$ cat config.mk
export PLATFORM = sky130hd
export DESIGN_NAME = ordered_list_insert_delete_engine_unit
export DESIGN_NICKNAME = d
export VERILOG_FILES = /design/src/design/olide_pkg.sv /design/src/design/olide_ram.sv /design/src/design/olide_ctrl.sv /design/src/design/olide_dp.sv /design/src/design/ordered_list_insert_delete_engine_unit.sv
export SDC_FILE = /design/constraint.sdc
export NUM_CORES = 1
export LEC_CHECK = 0
export BUFFER_PORTS_ARGS = -buffer_cell sky130_fd_sc_hd__buf_4
export CORE_MARGIN = 2
export CORE_UTILIZATION = 40
export CTS_CLUSTER_DIAMETER = 150
export DETAILED_ROUTE_END_ITERATION = 8
export PLACE_DENSITY = 0.54
export SLEW_MARGIN = 10
export SYNTH_ARGS = -nofsm -noshare
export SYNTH_HDL_FRONTEND = slang
export SYNTH_SLANG_ARGS = --single-unit
$ cat constraint.sdc
create_clock -name clk -period 6.1 [get_ports clk]
set_input_delay 1.22 -clock clk [delete_from_list [all_inputs] [get_ports clk]]
set_output_delay 1.22 -clock clk [all_outputs]
set_load 0.01 [all_outputs]
$ cat src/design/olide_pkg.sv
`default_nettype none
package olide_pkg;

  localparam int unsigned CAPACITY_DEF = 16;
  localparam int unsigned DATA_W       = 32;

  typedef enum logic [2:0] {
    OP_INS_FRONT = 3'd0,
    OP_INS_AT    = 3'd1,
    OP_INS_LEFT  = 3'd2,
    OP_INS_BACK  = 3'd3,
    OP_DEL_FRONT = 3'd4,
    OP_DEL_BACK  = 3'd5,
    OP_DEL_VAL   = 3'd6,
    OP_READOUT   = 3'd7
  } op_t;

  typedef enum logic [2:0] {
    STS_OK    = 3'd0,
    STS_EMPTY = 3'd1,
    STS_NOPOS = 3'd2,
    STS_NOVAL = 3'd3,
    STS_FULL  = 3'd4
  } status_t;

  // controller -> datapath
  typedef struct packed {
    logic load;
    logic issue;
    logic finish;
  } ctrl_cmd_t;

  // datapath -> controller
  typedef struct packed {
    logic need_scan;
    logic scan_last;
    logic readout;
  } dp_sts_t;

endpackage
`default_nettype wire

$ cat src/design/olide_ram.sv
`default_nettype none
module olide_ram #(
  parameter int unsigned WIDTH = 32,
  parameter int unsigned DEPTH = 16
) (
  input  wire logic                                        clk,
  input  wire logic                                        we,
  input  wire logic [((DEPTH > 1) ? $clog2(DEPTH) : 1)-1:0] waddr,
  input  wire logic [WIDTH-1:0]                            wdata,
  input  wire logic [((DEPTH > 1) ? $clog2(DEPTH) : 1)-1:0] raddr,
  output logic      [WIDTH-1:0]                            rd_data
);

  logic [WIDTH-1:0] mem [DEPTH];
  logic [WIDTH-1:0] rd_data_r;

  always_ff @(posedge clk) begin
    if (we) begin
      mem[waddr] <= wdata;
    end
    rd_data_r <= mem[raddr];
  end

  assign rd_data = rd_data_r;

endmodule
`default_nettype wire

$ cat src/design/olide_ctrl.sv
`default_nettype none
module olide_ctrl (
  input  wire logic                 clk,
  input  wire logic                 rst_n,
  input  wire logic                 start,
  output logic                      busy,
  input  wire olide_pkg::dp_sts_t   sts,
  output olide_pkg::ctrl_cmd_t      cmd
);
  import olide_pkg::*;

  typedef enum logic [3:0] {
    S_IDLE   = 4'b0001,
    S_SCAN   = 4'b0010,
    S_TAIL   = 4'b0100,
    S_FINISH = 4'b1000
  } state_t;

  state_t state_r, state_nxt;

  always_comb begin
    cmd       = '0;
    state_nxt = state_r;
    unique case (state_r)
      S_IDLE: begin
        if (start) begin
          cmd.load  = 1'b1;
          state_nxt = sts.need_scan ? S_SCAN : S_FINISH;
        end
      end
      S_SCAN: begin
        cmd.issue = 1'b1;
        if (sts.scan_last) begin
          state_nxt = S_TAIL;
        end
      end
      // last read response is consumed here; read out is then complete
      S_TAIL: begin
        state_nxt = sts.readout ? S_IDLE : S_FINISH;
      end
      S_FINISH: begin
        cmd.finish = 1'b1;
        state_nxt  = S_IDLE;
      end
      default: begin
        state_nxt = S_IDLE;
      end
    endcase
  end

  always_ff @(posedge clk) begin
    if (!rst_n) begin
      state_r <= S_IDLE;
    end else begin
      state_r <= state_nxt;
    end
  end

  assign busy = (state_r != S_IDLE);

endmodule
`default_nettype wire

$ cat src/design/olide_dp.sv
`default_nettype none
module olide_dp #(
  parameter int unsigned CAPACITY = olide_pkg::CAPACITY_DEF
) (
  input  wire logic                 clk,
  input  wire logic                 rst_n,
  input  wire olide_pkg::ctrl_cmd_t cmd,
  output olide_pkg::dp_sts_t        sts,
  input  wire logic [2:0]           in_operation,
  input  wire logic signed [31:0]   in_item_value,
  input  wire logic signed [5:0]    in_position,
  output logic                      out_valid,
  output logic [2:0]                out_status,
  output logic signed [31:0]        out_value,
  output logic                      out_last_of_run,
  output logic [4:0]                out_entry_count
);
  import olide_pkg::*;

  localparam int unsigned AW = (CAPACITY > 1) ? $clog2(CAPACITY) : 1;
  localparam int unsigned CW = $clog2(CAPACITY + 1);
  localparam int unsigned SW = ((CW > 6) ? CW : 6) + 2;

  logic [CW-1:0]     count_r, count_nxt;
  op_t               op_r, op_nxt;
  logic [DATA_W-1:0] val_r, val_nxt;
  logic [DATA_W-1:0] carry_r, carry_nxt;
  logic              found_r, found_nxt;
  status_t           st_r, st_nxt;
  logic [AW-1:0]     ptr_r, ptr_nxt;
  logic [AW-1:0]     hi_r, hi_nxt;
  logic              rv_r, rv_nxt;
  logic [AW-1:0]     ra_r, ra_nxt;

  logic              out_valid_r, out_valid_nxt;
  status_t           out_status_r, out_status_nxt;
  logic [DATA_W-1:0] out_value_r, out_value_nxt;
  logic              out_last_r, out_last_nxt;
  logic [4:0]        out_count_r, out_count_nxt;

  logic              ram_we;
  logic [AW-1:0]     ram_waddr;
  logic [DATA_W-1:0] ram_wdata;
  logic [DATA_W-1:0] ram_rdata;

  // request decode
  op_t               op_in;
  logic              empty, full;
  logic [AW-1:0]     cnt_m1;
  logic signed [SW-1:0] pos_s, q_s, n_s;
  status_t           dec_st;
  logic [AW-1:0]     dec_lo, dec_hi;
  logic              dec_scan;

  status_t           fin_st;
  logic [CW-1:0]     fin_count;

  assign op_in  = op_t'(in_operation);
  assign empty  = (count_r == '0);
  assign full   = (count_r >= CW'(CAPACITY));
  assign cnt_m1 = AW'(count_r - 1'b1);
  assign pos_s  = SW'(in_position);
  assign n_s    = $signed(SW'(count_r));
  assign q_s    = (op_in == OP_INS_LEFT) ? (pos_s - SW'(1)) : pos_s;

  always_comb begin
    dec_st   = STS_OK;
    dec_lo   = '0;
    dec_hi   = AW'(count_r);
    dec_scan = 1'b0;
    unique case (op_in)
      OP_INS_FRONT, OP_INS_AT, OP_INS_LEFT, OP_INS_BACK: begin
        if (full) begin
          dec_st = STS_FULL;
        end else begin
          dec_scan = 1'b1;
          priority if (op_in == OP_INS_FRONT) begin
            dec_lo = '0;
          end else if (op_in == OP_INS_BACK) begin
            dec_lo = AW'(count_r);
          end else if (op_in == OP_INS_LEFT && pos_s <= 2) begin
            dec_lo = '0;
          end else if (q_s == 1) begin
            dec_lo = '0;
          end else if (empty) begin
            dec_st   = STS_NOPOS;
            dec_scan = 1'b0;
          end else if (q_s <= 2) begin
            dec_lo = AW'(1);
          end else if (q_s > n_s + 1) begin
            dec_st   = STS_NOPOS;
            dec_scan = 1'b0;
          end else begin
            dec_lo = AW'(q_s - 1);
          end
        end
      end
      OP_DEL_FRONT: begin
        if (empty) begin
          dec_st = STS_EMPTY;
        end else begin
          dec_lo   = AW'(1);
          dec_hi   = cnt_m1;
          dec_scan = (count_r > CW'(1));
        end
      end
      OP_DEL_BACK: begin
        if (empty) begin
          dec_st = STS_EMPTY;
        end
      end
      OP_DEL_VAL, OP_READOUT: begin
        if (empty) begin
          dec_st = STS_EMPTY;
        end else begin
          dec_hi   = cnt_m1;
          dec_scan = 1'b1;
        end
      end
      default: begin
        dec_st = STS_OK;
      end
    endcase
  end

  always_comb begin
    fin_st = st_r;
    if (st_r == STS_OK && op_r == OP_DEL_VAL && !found_r) begin
      fin_st = STS_NOVAL;
    end
    fin_count = count_r;
    if (fin_st == STS_OK) begin
      unique case (op_r)
        OP_INS_FRONT, OP_INS_AT, OP_INS_LEFT, OP_INS_BACK: fin_count = count_r + 1'b1;
        OP_DEL_FRONT, OP_DEL_BACK, OP_DEL_VAL:             fin_count = count_r - 1'b1;
        default:                                           fin_count = count_r;
      endcase
    end
  end

  always_comb begin
    count_nxt      = count_r;
    op_nxt         = op_r;
    val_nxt        = val_r;
    carry_nxt      = carry_r;
    found_nxt      = found_r;
    st_nxt         = st_r;
    ptr_nxt        = ptr_r;
    hi_nxt         = hi_r;
    rv_nxt         = cmd.issue;
    ra_nxt         = ptr_r;
    out_valid_nxt  = 1'b0;
    out_status_nxt = out_status_r;
    out_value_nxt  = out_value_r;
    out_last_nxt   = out_last_r;
    out_count_nxt  = out_count_r;
    ram_we         = 1'b0;
    ram_waddr      = ra_r;
    ram_wdata      = carry_r;

    if (cmd.load) begin
      op_nxt    = op_in;
      val_nxt   = in_item_value;
      carry_nxt = in_item_value;
      found_nxt = (op_in == OP_DEL_FRONT);
      st_nxt    = dec_st;
      ptr_nxt   = dec_lo;
      hi_nxt    = dec_hi;
    end

    if (cmd.issue) begin
      ptr_nxt = ptr_r + 1'b1;
    end

    // consume one read response per cycle
    if (rv_r) begin
      unique case (op_r)
        OP_INS_FRONT, OP_INS_AT, OP_INS_LEFT, OP_INS_BACK: begin
          // ripple the new value in, push the old one up by one slot
          ram_we    = 1'b1;
          ram_waddr = ra_r;
          ram_wdata = carry_r;
          carry_nxt = ram_rdata;
        end
        OP_DEL_FRONT, OP_DEL_VAL: begin
          if (found_r) begin
            ram_we    = 1'b1;
            ram_waddr = ra_r - 1'b1;
            ram_wdata = ram_rdata;
          end else if (ram_rdata == val_r) begin
            found_nxt = 1'b1;
          end
        end
        OP_READOUT: begin
          out_valid_nxt  = 1'b1;
          out_status_nxt = STS_OK;
          out_value_nxt  = ram_rdata;
          out_last_nxt   = (ra_r == hi_r);
          out_count_nxt  = 5'(count_r);
        end
        default: begin
          ram_we = 1'b0;
        end
      endcase
    end

    if (cmd.finish) begin
      count_nxt      = fin_count;
      out_valid_nxt  = 1'b1;
      out_status_nxt = fin_st;
      out_value_nxt  = '0;
      out_last_nxt   = 1'b1;
      out_count_nxt  = 5'(fin_count);
    end
  end

  always_ff @(posedge clk) begin
    if (!rst_n) begin
      count_r     <= '0;
      rv_r        <= 1'b0;
      out_valid_r <= 1'b0;
    end else begin
      count_r     <= count_nxt;
      rv_r        <= rv_nxt;
      out_valid_r <= out_valid_nxt;
    end
  end

  always_ff @(posedge clk) begin
    op_r         <= op_nxt;
    val_r        <= val_nxt;
    carry_r      <= carry_nxt;
    found_r      <= found_nxt;
    st_r         <= st_nxt;
    ptr_r        <= ptr_nxt;
    hi_r         <= hi_nxt;
    ra_r         <= ra_nxt;
    out_status_r <= out_status_nxt;
    out_value_r  <= out_value_nxt;
    out_last_r   <= out_last_nxt;
    out_count_r  <= out_count_nxt;
  end

  olide_ram #(
    .WIDTH (DATA_W),
    .DEPTH (CAPACITY)
  ) u_store (
    .clk     (clk),
    .we      (ram_we),
    .waddr   (ram_waddr),
    .wdata   (ram_wdata),
    .raddr   (ptr_r),
    .rd_data (ram_rdata)
  );

  assign sts.need_scan = dec_scan;
  assign sts.scan_last = (ptr_r == hi_r);
  assign sts.readout   = (op_r == OP_READOUT);

  assign out_valid       = out_valid_r;
  assign out_status      = out_status_r;
  assign out_value       = $signed(out_value_r);
  assign out_last_of_run = out_last_r;
  assign out_entry_count = out_count_r;

endmodule
`default_nettype wire

$ cat src/design/ordered_list_insert_delete_engine_unit.sv
`default_nettype none
// Flow: a request that touches no entries (error, delete back, single-entry delete front)
//   goes from idle straight to finish; others first walk k entries in the scan and tail states.
// Requests: busy until each is answered, walking entries through the single store read port.
// Read out: one element per cycle via store read and output registers; no final extra result.
// Reset: synchronous, active-low rst_n empties the list; store contents are left as they were.
// Results are strobed on out_valid for one cycle; the receiver cannot stall.
module ordered_list_insert_delete_engine_unit #(
  parameter int unsigned CAPACITY = olide_pkg::CAPACITY_DEF
) (
  input  wire logic               clk,
  input  wire logic               rst_n,
  input  wire logic               start,
  output logic                    busy,
  input  wire logic [2:0]         in_operation,
  input  wire logic signed [31:0] in_item_value,
  input  wire logic signed [5:0]  in_position,
  output logic                    out_valid,
  output logic [2:0]              out_status,
  output logic signed [31:0]      out_value,
  output logic                    out_last_of_run,
  output logic [4:0]              out_entry_count
);
  import olide_pkg::*;

  ctrl_cmd_t cmd;
  dp_sts_t   sts;

  olide_ctrl u_ctrl (
    .clk   (clk),
    .rst_n (rst_n),
    .start (start),
    .busy  (busy),
    .sts   (sts),
    .cmd   (cmd)
  );

  olide_dp #(
    .CAPACITY (CAPACITY)
  ) u_dp (
    .clk             (clk),
    .rst_n           (rst_n),
    .cmd             (cmd),
    .sts             (sts),
    .in_operation    (in_operation),
    .in_item_value   (in_item_value),
    .in_position     (in_position),
    .out_valid       (out_valid),
    .out_status      (out_status),
    .out_value       (out_value),
    .out_last_of_run (out_last_of_run),
    .out_entry_count (out_entry_count)
  );

endmodule
`default_nettype wire
After elaboration in Yosys (flattened, before gate mapping)
Memory sizes are Yosys's and may differ from the RTL's. A register that Yosys moved wholly into a read port is not among the register bits. Cells that the tools add are included.

Add/sub/neg operators: 7. Magnitude comparators: 5. Eq/ne operators: 25. Mux-type cells: 76. Reductions and logical operators: 22.

Operators by type and width (count): $mux 32 (6); $mux 4 (19); $mux 3 (11); $eq 32x32->1 (1); $mux 1 (28); $eq 3x3->1 const B (8); $mux 5 (4); $eq 3x2->1 const B (4); $logic_not 3->1 (4); $pmux 4 s3 (1); $reduce_or 4->1 (3); $pmux 5 s2 (1); $eq 4x4->1 (2); $eq 8x2->1 const B (1); $gt 8x7->1 (1); $le 8x3->1 const B (1); $mux 8 (1); $pmux 4 s2 (1); $sub 6x2->7 const B (1); $add 5x1->6 const B (1); $eq 3x1->1 const B (2); $le 6x3->1 const B (1); $pmux 3 s2 (1); $reduce_and 2->1 (3); other kinds (22) (29).

Register bits: 135. RAM bits: 512. Input port bits: 44. Output and inout port bits: 43. Word-level logic and storage cells: 152. Memories: 1.

Memory list: u_dp.u_store.mem (words 16, bits a word 32, rd ports 1, clocked after memory_dff 1, wr ports 1, line olide_ram.sv:14) `logic [WIDTH-1:0] mem [DEPTH];`.

Longest topological paths before layout
Gate-level depths: netlist of the first run.

Depth in word-level cells: 15. Gate-level depth with buffers: 11. Depth with buffers taken out: 11.

Hierarchy
A second synthesis of the first run with hierarchy kept.

Cell total of the unflattened synthesis: 1509. Area, all modules: 26532.9 µm².

Modules (own cells, without submodules): olide_ram (times used 1, cells an instance 838, area an instance 19835.3 µm², seq. area each 16015.4 µm²); olide_dp (times used 1, cells an instance 643, area an instance 6424.9 µm², seq. area each 3163.0 µm²); olide_ctrl (times used 1, cells an instance 28, area an instance 272.8 µm², seq. area each 80.1 µm²).

Least setup slack after synthesis of the first run
No wires, ideal clock.

Path type: input-to-reg. Start: input in_operation[2]. End: register u_dp.ptr_r[2] (data pin). Library setup time: 0.264 ns. Data arrival time: 3.175 ns. Data required time: 5.836 ns. Path slack: 2.661 ns. Stages: 11. Buffers on the path: 1. Cells stage by stage: buf_6 nor3b_4 and3b_1 xnor2_1 ha_1 nand2_1 a21oi_1 nor3_1 o211a_1 o2111ai_1 o21bai_1.

Word-level cells in the longest chain between the ends: 14. Elaborated cells between the ends (all ways): 23. Those cells by class: 1 x add/sub; 2 x order compare; 5 x eq/ne; 12 x mux; 3 x reduce/logical.

RTL lines: from (decl) (line ordered_list_insert_delete_engine_unit.sv:15) `input wire logic [2:0] in_operation,`; $eq 3x2->1 (line olide_dp.sv:64, olide_dp.sv:71, olide_dp.sv:81); $mux 8 (line olide_dp.sv:64) `assign q_s = (op_in == OP_INS_LEFT) ? (pos_s - SW'(1)) : pos_s;`; $gt 8x7->1 / $sub 4x2->4 (equally long branches) (line olide_dp.sv:90, olide_dp.sv:94); $mux 4 (line olide_dp.sv:90) `end else if (q_s > n_s + 1) begin`; $mux 4 (line olide_dp.sv:88) `end else if (q_s <= 2) begin`; $mux 4 (line olide_dp.sv:85) `end else if (empty) begin`; $mux 4 (line olide_dp.sv:83) `end else if (q_s == 1) begin`; $mux 4 (line olide_dp.sv:81) `end else if (op_in == OP_INS_LEFT && pos_s <= 2) begin`; $mux 4 (line olide_dp.sv:79) `end else if (op_in == OP_INS_BACK) begin`; $mux 4 (line olide_dp.sv:77) `priority if (op_in == OP_INS_FRONT) begin`; $mux 4 (line olide_dp.sv:73) `if (full) begin`; $pmux 4 s2 (*) (line olide_dp.sv:71) `unique case (op_in)`; $mux 4 (*) (line olide_dp.sv:161) `if (cmd.load) begin`; $mux 4 (*) (line olide_dp.sv:171) `if (cmd.issue) begin`; net u_dp.ptr_nxt[2] (line olide_dp.sv:30) `logic [AW-1:0] ptr_r, ptr_nxt;`; to (signal assigned) (line olide_dp.sv:235) `ptr_r <= ptr_nxt;`; to (decl) (line olide_dp.sv:30).

Mark *: on every way through the listed nets, which the timed path passes. The rest lies on a longest branch. The select of a mux whose other input is x is not followed. A chain may end at the register's enable or synchronous reset.

Final worst setup path of the first run
Start: register u_dp.op_r[2]. End: memory u_dp.u_store.mem[3][16] (enable).

Word-level cells in the longest chain between the ends: 6. Elaborated cells between the ends (all ways): 14. Those cells by class: 5 x eq/ne; 6 x mux; 3 x reduce/logical.

RTL lines: from (decl) (line olide_dp.sv:25) `op_t op_r, op_nxt;`; from (signal assigned) (line olide_dp.sv:230) `op_r <= op_nxt;`; $eq 3x1->1, or another cell as far along (line olide_dp.sv:177) `unique case (op_r)`; $reduce_or 4->1 / $reduce_or 2->1 (equally long branches) (line olide_dp.sv:177); $pmux 1 s2 (line olide_dp.sv:177); $mux 1 (line olide_dp.sv:176) `if (rv_r) begin`; $mux 1 (line olide_ram.sv:18) `if (we) begin`; $mux 1 (not written as such) (line olide_ram.sv:19) `mem[waddr] <= wdata;`; to (decl) (line olide_ram.sv:14).

Parallel ways exist; a longest one is shown, timed or not.

==> metrics, run 1 <==
GRT Util Overall=19.29%; pin count of the biggest net entering global routing=133; post-synthesis sequential area ratio=72.33%; drt drc=0; crit-path max FO=21; Clock Pin Slew Worst Setup and Hold Paths=0.06 ns; DRT Pass-1 Iters=5; gr busiest metal=met2; max cap viols=0; Layout area overhead=16.39%; CP arrival=4.38 ns; Final Power=13,230 uW; WP buf/inv=2; Worst-Skew Late Latency=0.63 ns; Initial Utilization=40.42%; Worst Tran Pin Value=1.216 ns; worst relative slew slack=18.20%; Clock Path Buffers=3; Setup Skew=0.04039 ns; vias in the first global route=14,385; unrepaired setup endpoints after global routing=no; first-pass GRT wire length=95.74 mm; row count=94; flops & latches, synth=679; CTS tree=done; worst path cell trace=nand4b_1, buf_4, nor3_1, a31oi_1, nor2_4, buf_4; worst vdd ir=0.0002395 V; critical path's top delay family=simple AND/OR/NAND/NOR gates; post-DR vias/cell=5.404; Avg Synthesized Cell Area=17.00 um^2; Setup TNS Final=0 ns; diode count=0; port buffer count=86; Peak Freq=244.4 MHz; most common flop cell mapped by yosys=edfxtp_1; DR iter-0 viols=1,150; post-CTS sizing=0; Crit. End Element=flop; number of buffers created by CTS=74; min Tclk post-route=4.092 ns; Final #Nets=1,742; layout cell share with drive strength beyond 1=24.28%; crit start category=flop; Critical Path Max Stage Delay=0.90 ns; Routed Antenna Nets=0; final hold slack=0.4515 ns; Post-CTS Setup Inserts=0; Leakage=0.01030 uW; Routed wire per std cell=24.81 um; Multi-input gate area=7119 um^2; die height=262.0 um; FFs w/ async S/R, synth=0%; Horiz. Die Dim=262.0 um; GR Util met2=31.29%; grt ovf=0; antenna violations before repair=0; yosys warns=0; final setup vio count=0; FF+latch area=19,260 um^2; outcome=finished, final reports clean; Synth Instances=1,566; EDFF count, synth=566; Synth top area share=63.84%; Synth area leader=edfxtp_1; power density cells=426.9 nW/um^2; period utilization=67.08%; library cells used by synthesis=62; Die ar.=68,640 um^2; post-DP HPWL=40.02 mm; Fillers=5,677; CP dominant cell by count=buf_4; Final Hold Viols=0; GP Congestion=0.8092; CTS Sinks=679; Worst Hold Class=reg2reg; Critical-path top delay cell=nand4b_1; CORE AREA=65,860 um^2; critical path type=reg2reg; largest cells by area after synthesis=edfxtp_1 (64%), mux4_2 (14%), dfxtp_1 (8.5%), nand2_1 (3.5%), xnor2_1 (1.6%); via count=14,083; mapped cell area=26,620 um^2; max-slew violation count=0; IO Pins=87; met3 Resource Use GR=3.540%; hold_buf cts=0; post-route cell area=30,990 um^2; met1 Use GR=27.03%; Worst EP required=6.39 ns; H-tree depth=3; Syn Nets=1,626; Total Wirelength=64.65 mm; Post-DP Area=28,450 um^2; clock root cell=clkbuf_16
==> worst register-to-register path, stage by stage (launching register included) <==
cell      delay, ns
edfxtp_1       0.71
nand4b_1       0.91
buf_4          0.54
nor3_1         0.15
a31oi_1        0.19
nor2_4         0.86
buf_4          0.41
==> through the flow <==
stage	cells	utilization, %	setup slack [ns]
2_1_floorplan	1566	-	2.661
3_3_place_gp	2470	43.20	2.075
3_5_place_dp	2470	43.20	1.979
4_1_cts	2606	47.05	1.954
5_1_grt	2606	47.05	1.643
6_report	2606	47.05	2.008
==> registers in the layout (all words and copies together), names as in the netlist, 5 cells and up <==
register	count
u_dp.out_entry_count	5
u_dp.u_store.rd_data	32
u_dp.u_store.mem	512
u_dp.carry_r	32
u_dp.out_value	32
u_dp.val_r	32
u_dp.count_r	5
==> cell usage after synthesis, drive strengths merged, types with 2 or more instances <==
cell    count
a211o       2
a21boi      2
a21o        4
a21oi      48
a22oi       2
a31oi      42
a41oi       2
and2        8
and3        4
buf        20
clkbuf     59
dfxtp     113
edfxtp    566
ha         16
inv        19
mux2i       2
mux4      160
nand2     249
nand2b      8
nand3      20
nand4      13
nor2       72
nor2b       5
nor3       15
nor3b       4
nor4        3
nor4b       2
o21ai      18
o21bai      2
o31ai       4
or2         4
xnor2      48
xor2        8
==> layout by cell type (no fill, tap or decap), types with 3 or more instances in the layout <==
cell type / count
a21o_1: 4
a21oi_1: 48
a31oi_1: 42
and2_1: 8
and3_1: 4
buf_4: 117
bufinv_16: 8
clkbuf_1: 14
clkbuf_16: 75
clkbuf_8: 8
clkinv_1: 8
clkinv_2: 12
clkinv_8: 3
clkinvlp_4: 3
dfxtp_1: 113
edfxtp_1: 566
ha_1: 16
inv_1: 18
mux4_2: 160
nand2_1: 248
nand2b_1: 7
nand3_1: 20
nand4_1: 13
nor2_1: 55
nor2_4: 17
nor2b_1: 5
nor3_1: 15
nor4_1: 3
o21ai_0: 14
o21ai_1: 4
o31ai_1: 3
or2_2: 4
xnor2_1: 48
xor2_1: 8
==> where the power goes <==
part           leakage, uW  total [uW]  internal [uW]  switching (uW)
Combinational      0.00299        2390            924            1460
Sequential         0.00609        6260           5890             370
Clock              0.00123        4580           2730            1860
Total               0.0103       13200           9540            3690
==> layer usage <==
| metal | up-vias | wire, um |
|---|---|---|
| li1 | 6302 | - |
| met2 | 367 | 31450 |
| met3 | 87 | 3121 |
| met1 | 7327 | 28660 |
| met5 | - | 0 |
| met4 | 0 | 1410 |
==> final cells by class <==
cell class	count	area share [%]
inverter	20	0.2463
sequential	679	62.15
clock inverter	39	1.595
clock buffer	97	6.582
timing repair buffer	119	2.964
multi-input combinational	788	22.98
tap	864	3.489
==> final timing paths <==
| check | start | to | slack [ns] | cells after the start |
|---|---|---|---|---|
| worst max-delay path | u_dp.op_r[2] | u_dp.u_store.mem[3][16] | 2.01 | 6 |
| worst min-delay path | u_dp.out_value[28] | u_dp.out_value[28] | 0.45 | 2 |
| worst max register to register | u_dp.op_r[2] | u_dp.u_store.mem[3][16] | 2.01 | 6 |
| worst min register to register | u_dp.out_value[28] | u_dp.out_value[28] | 0.45 | 2 |
==> cell families (layout without fill, tap and decap cells) <==
family	after synthesis	in the layout	synth area share (%)
AOI/OAI and AO/OA	141	141	3.313
adders and majority gates	16	16	0.7519
muxes	162	162	13.61
buffers and inverters	99	275	1.471
xor gates and xnor gates	56	56	1.842
and+or+nand+nor	413	413	6.678
DFF	679	679	72.33
Power figures use the tool's default switching activity.
==> inputs of run 2 (changes only) <==
- PLACE_DENSITY: 0.54 -> 0.56
- clock period: 6.1 -> 3.7 ns (I/O delays scaled with it)
==> run 2 against run 1 <==
Net effect: die area stayed put; cell count is 0.27% higher; register-to-register slack worse by 1.1 ns; clock power is 52% higher; via count is 1.6% higher; sequential power is 65% higher; flip-flop and latch count stayed put; non-clock buffer count is 8 higher; global-route usage is 0.086 points lower; clock-buffer cell count is 9 higher; sequential share of layout area hardly changed.
==> metrics, run 2 (synthesized netlist as in run 1, its figures left out) <==
max-slew violation count=0; crit start category=flop; commonest cells after routing, fill and taps aside=edfxtp_1 (566), nand2_1 (248), mux4_2 (160); worst path cell trace=nand2_1, nor3b_4, nand2_1, nor3b_1, a31oi_1, nor2_4, buf_4; Clock Path Buffers=3; FF+latch area=19,260 um^2; grt ovf=0; antenna violations before repair=1; most common cell after layout, fill and taps aside=edfxtp_1; final worst setup slack=0.8692 ns; DP Worst Slack=0.3630 ns; port buffer count=86; Comb pwr share=18.9%; via count=14,314; Multi-input gate area=7119 um^2; Internal Pwr Total=15,330 uW; Final Non-Filler Cells=2,613; power density cells=686.5 nW/um^2; WP buf/inv=1; CTS tree=done; Final Hold Viols=0; Post-CTS Setup Inserts=0; post-DP HPWL=37.38 mm; period utilization=76.51%; Net Sw Frac=27.93%; CTS Sinks=679; Setup TNS Final=0 ns; Clock power frac=32.8%; row count=94; Worst Tran Pin Value=1.063 ns; die height=262.0 um; vias in the first global route=14,394; largest reg by FF count=u_dp.u_store.mem; Layout area overhead=16.40%; drt drc=0; DRT Pass-1 Iters=5; post-CTS sizing=0; Clock Pin Slew Worst Setup and Hold Paths=0.06 ns; worst vdd ir=0.0004121 V; Fillers=5,603; Routed Antenna Nets=0; layout cell share with drive strength beyond 1=23.79%; outcome=finished, final reports clean; Total Wirelength=64.77 mm; H-tree depth=3; GP Congestion=0.8559; CP arrival=3.06 ns; Horiz. Die Dim=262.0 um; unrepaired setup endpoints after global routing=no; DR iter-0 viols=1,201; Setup Skew=0.02827 ns; sequential power share=48.3%; Leakage=0.01027 uW; Final #Nets=1,749; Worst EP required=3.93 ns; critical path's top delay family=simple AND/OR/NAND/NOR gates; post-DR vias/cell=5.478; CORE AREA=65,860 um^2; Worst Hold Class=in2reg; post-route cell area=30,990 um^2; Crit. End Element=flop; critical path type=reg2reg; GRT Util Overall=19.21%; IO Pins=87; crit-path max FO=23; Peak Freq=353.3 MHz; placed insts=2,478; Switch Pwr=5942 uW; Routed wire per std cell=24.79 um; number of buffers created by CTS=73; CP dominant cell by count=nand2_1; Initial Utilization=40.42%; final setup vio count=0; Critical Path Max Stage Delay=0.56 ns; max cap viols=0; clock root cell=clkbuf_16; pin count of the biggest net entering global routing=65; diode count=0; Worst-Skew Late Latency=0.61 ns; Critical-path top delay cell=buf_4; Die ar.=68,640 um^2; hold_buf cts=0; max FFs per register=512; min Tclk post-route=2.831 ns; worst relative slew slack=28.83%; first-pass GRT wire length=95.61 mm; Post-DP Area=28,690 um^2
==> run 2: cell count changes in the layout (fill, tap and decap cells not counted), moves of 3 or more <==
cell       delta
clkinv_2      -3
buf_4         -6
clkbuf_1     +12
buf_12       +14
bufinv_16     -5
==> run 2: power groups by stage <==
stage | Sequential, uW | Combinational [uW] | Clock (uW)
finish | 10300 | 4010 | 6980
global route | 10400 | 4370 | 7400
CTS | 10300 | 4100 | 7140
detailed placement | 10400 | 4070 | 0
global placement | 10400 | 4000 | 0
floorplan | 10200 | 2700 | 0
==> run 2: area by class of cell <==
| type | count | share of cell area, % |
|---|---|---|
| Tap cell | 864 | 3.488 |
| Clock inverter | 29 | 0.8681 |
| Timing Repair Buffer | 127 | 3.723 |
| Clock buffer | 106 | 6.557 |
| Multi-Input combinational cell | 788 | 22.97 |
| Inverter | 20 | 0.2463 |
| Sequential cell | 679 | 62.14 |
==> run 2: final timing paths <==
kind | from | endpoint | slack (ns) | cells past startpoint
hold / removal | in_item_value[1] | u_dp.val_r[1] | 0.32 | 1
hold reg to reg | u_dp.out_value[10] | u_dp.out_value[10] | 0.46 | 2
setup reg to reg | u_dp.op_r[2] | u_dp.u_store.mem[6][16] | 0.87 | 7
setup / recovery | u_dp.op_r[2] | u_dp.u_store.mem[6][16] | 0.87 | 7
==> run 2: metal layers <==
metal,track usage [%],up-vias,part of all wire [%]
met4,5.712,0,2.5
met2,31.00,434,48
met1,26.93,7475,44
met3,3.250,84,5.8
met5,0,-,0
li1,-,6321,-
==> run 2: through the flow <==
stage	hold slack, ns	util, %	power [uW]
floorplan	0.3462	-	12880
global placement	0.4456	43.56	14420
detailed placement	0.4474	43.56	14500
CTS	0.2776	47.05	21510
global route	0.2927	47.05	22120
finish	0.3151	47.05	21270
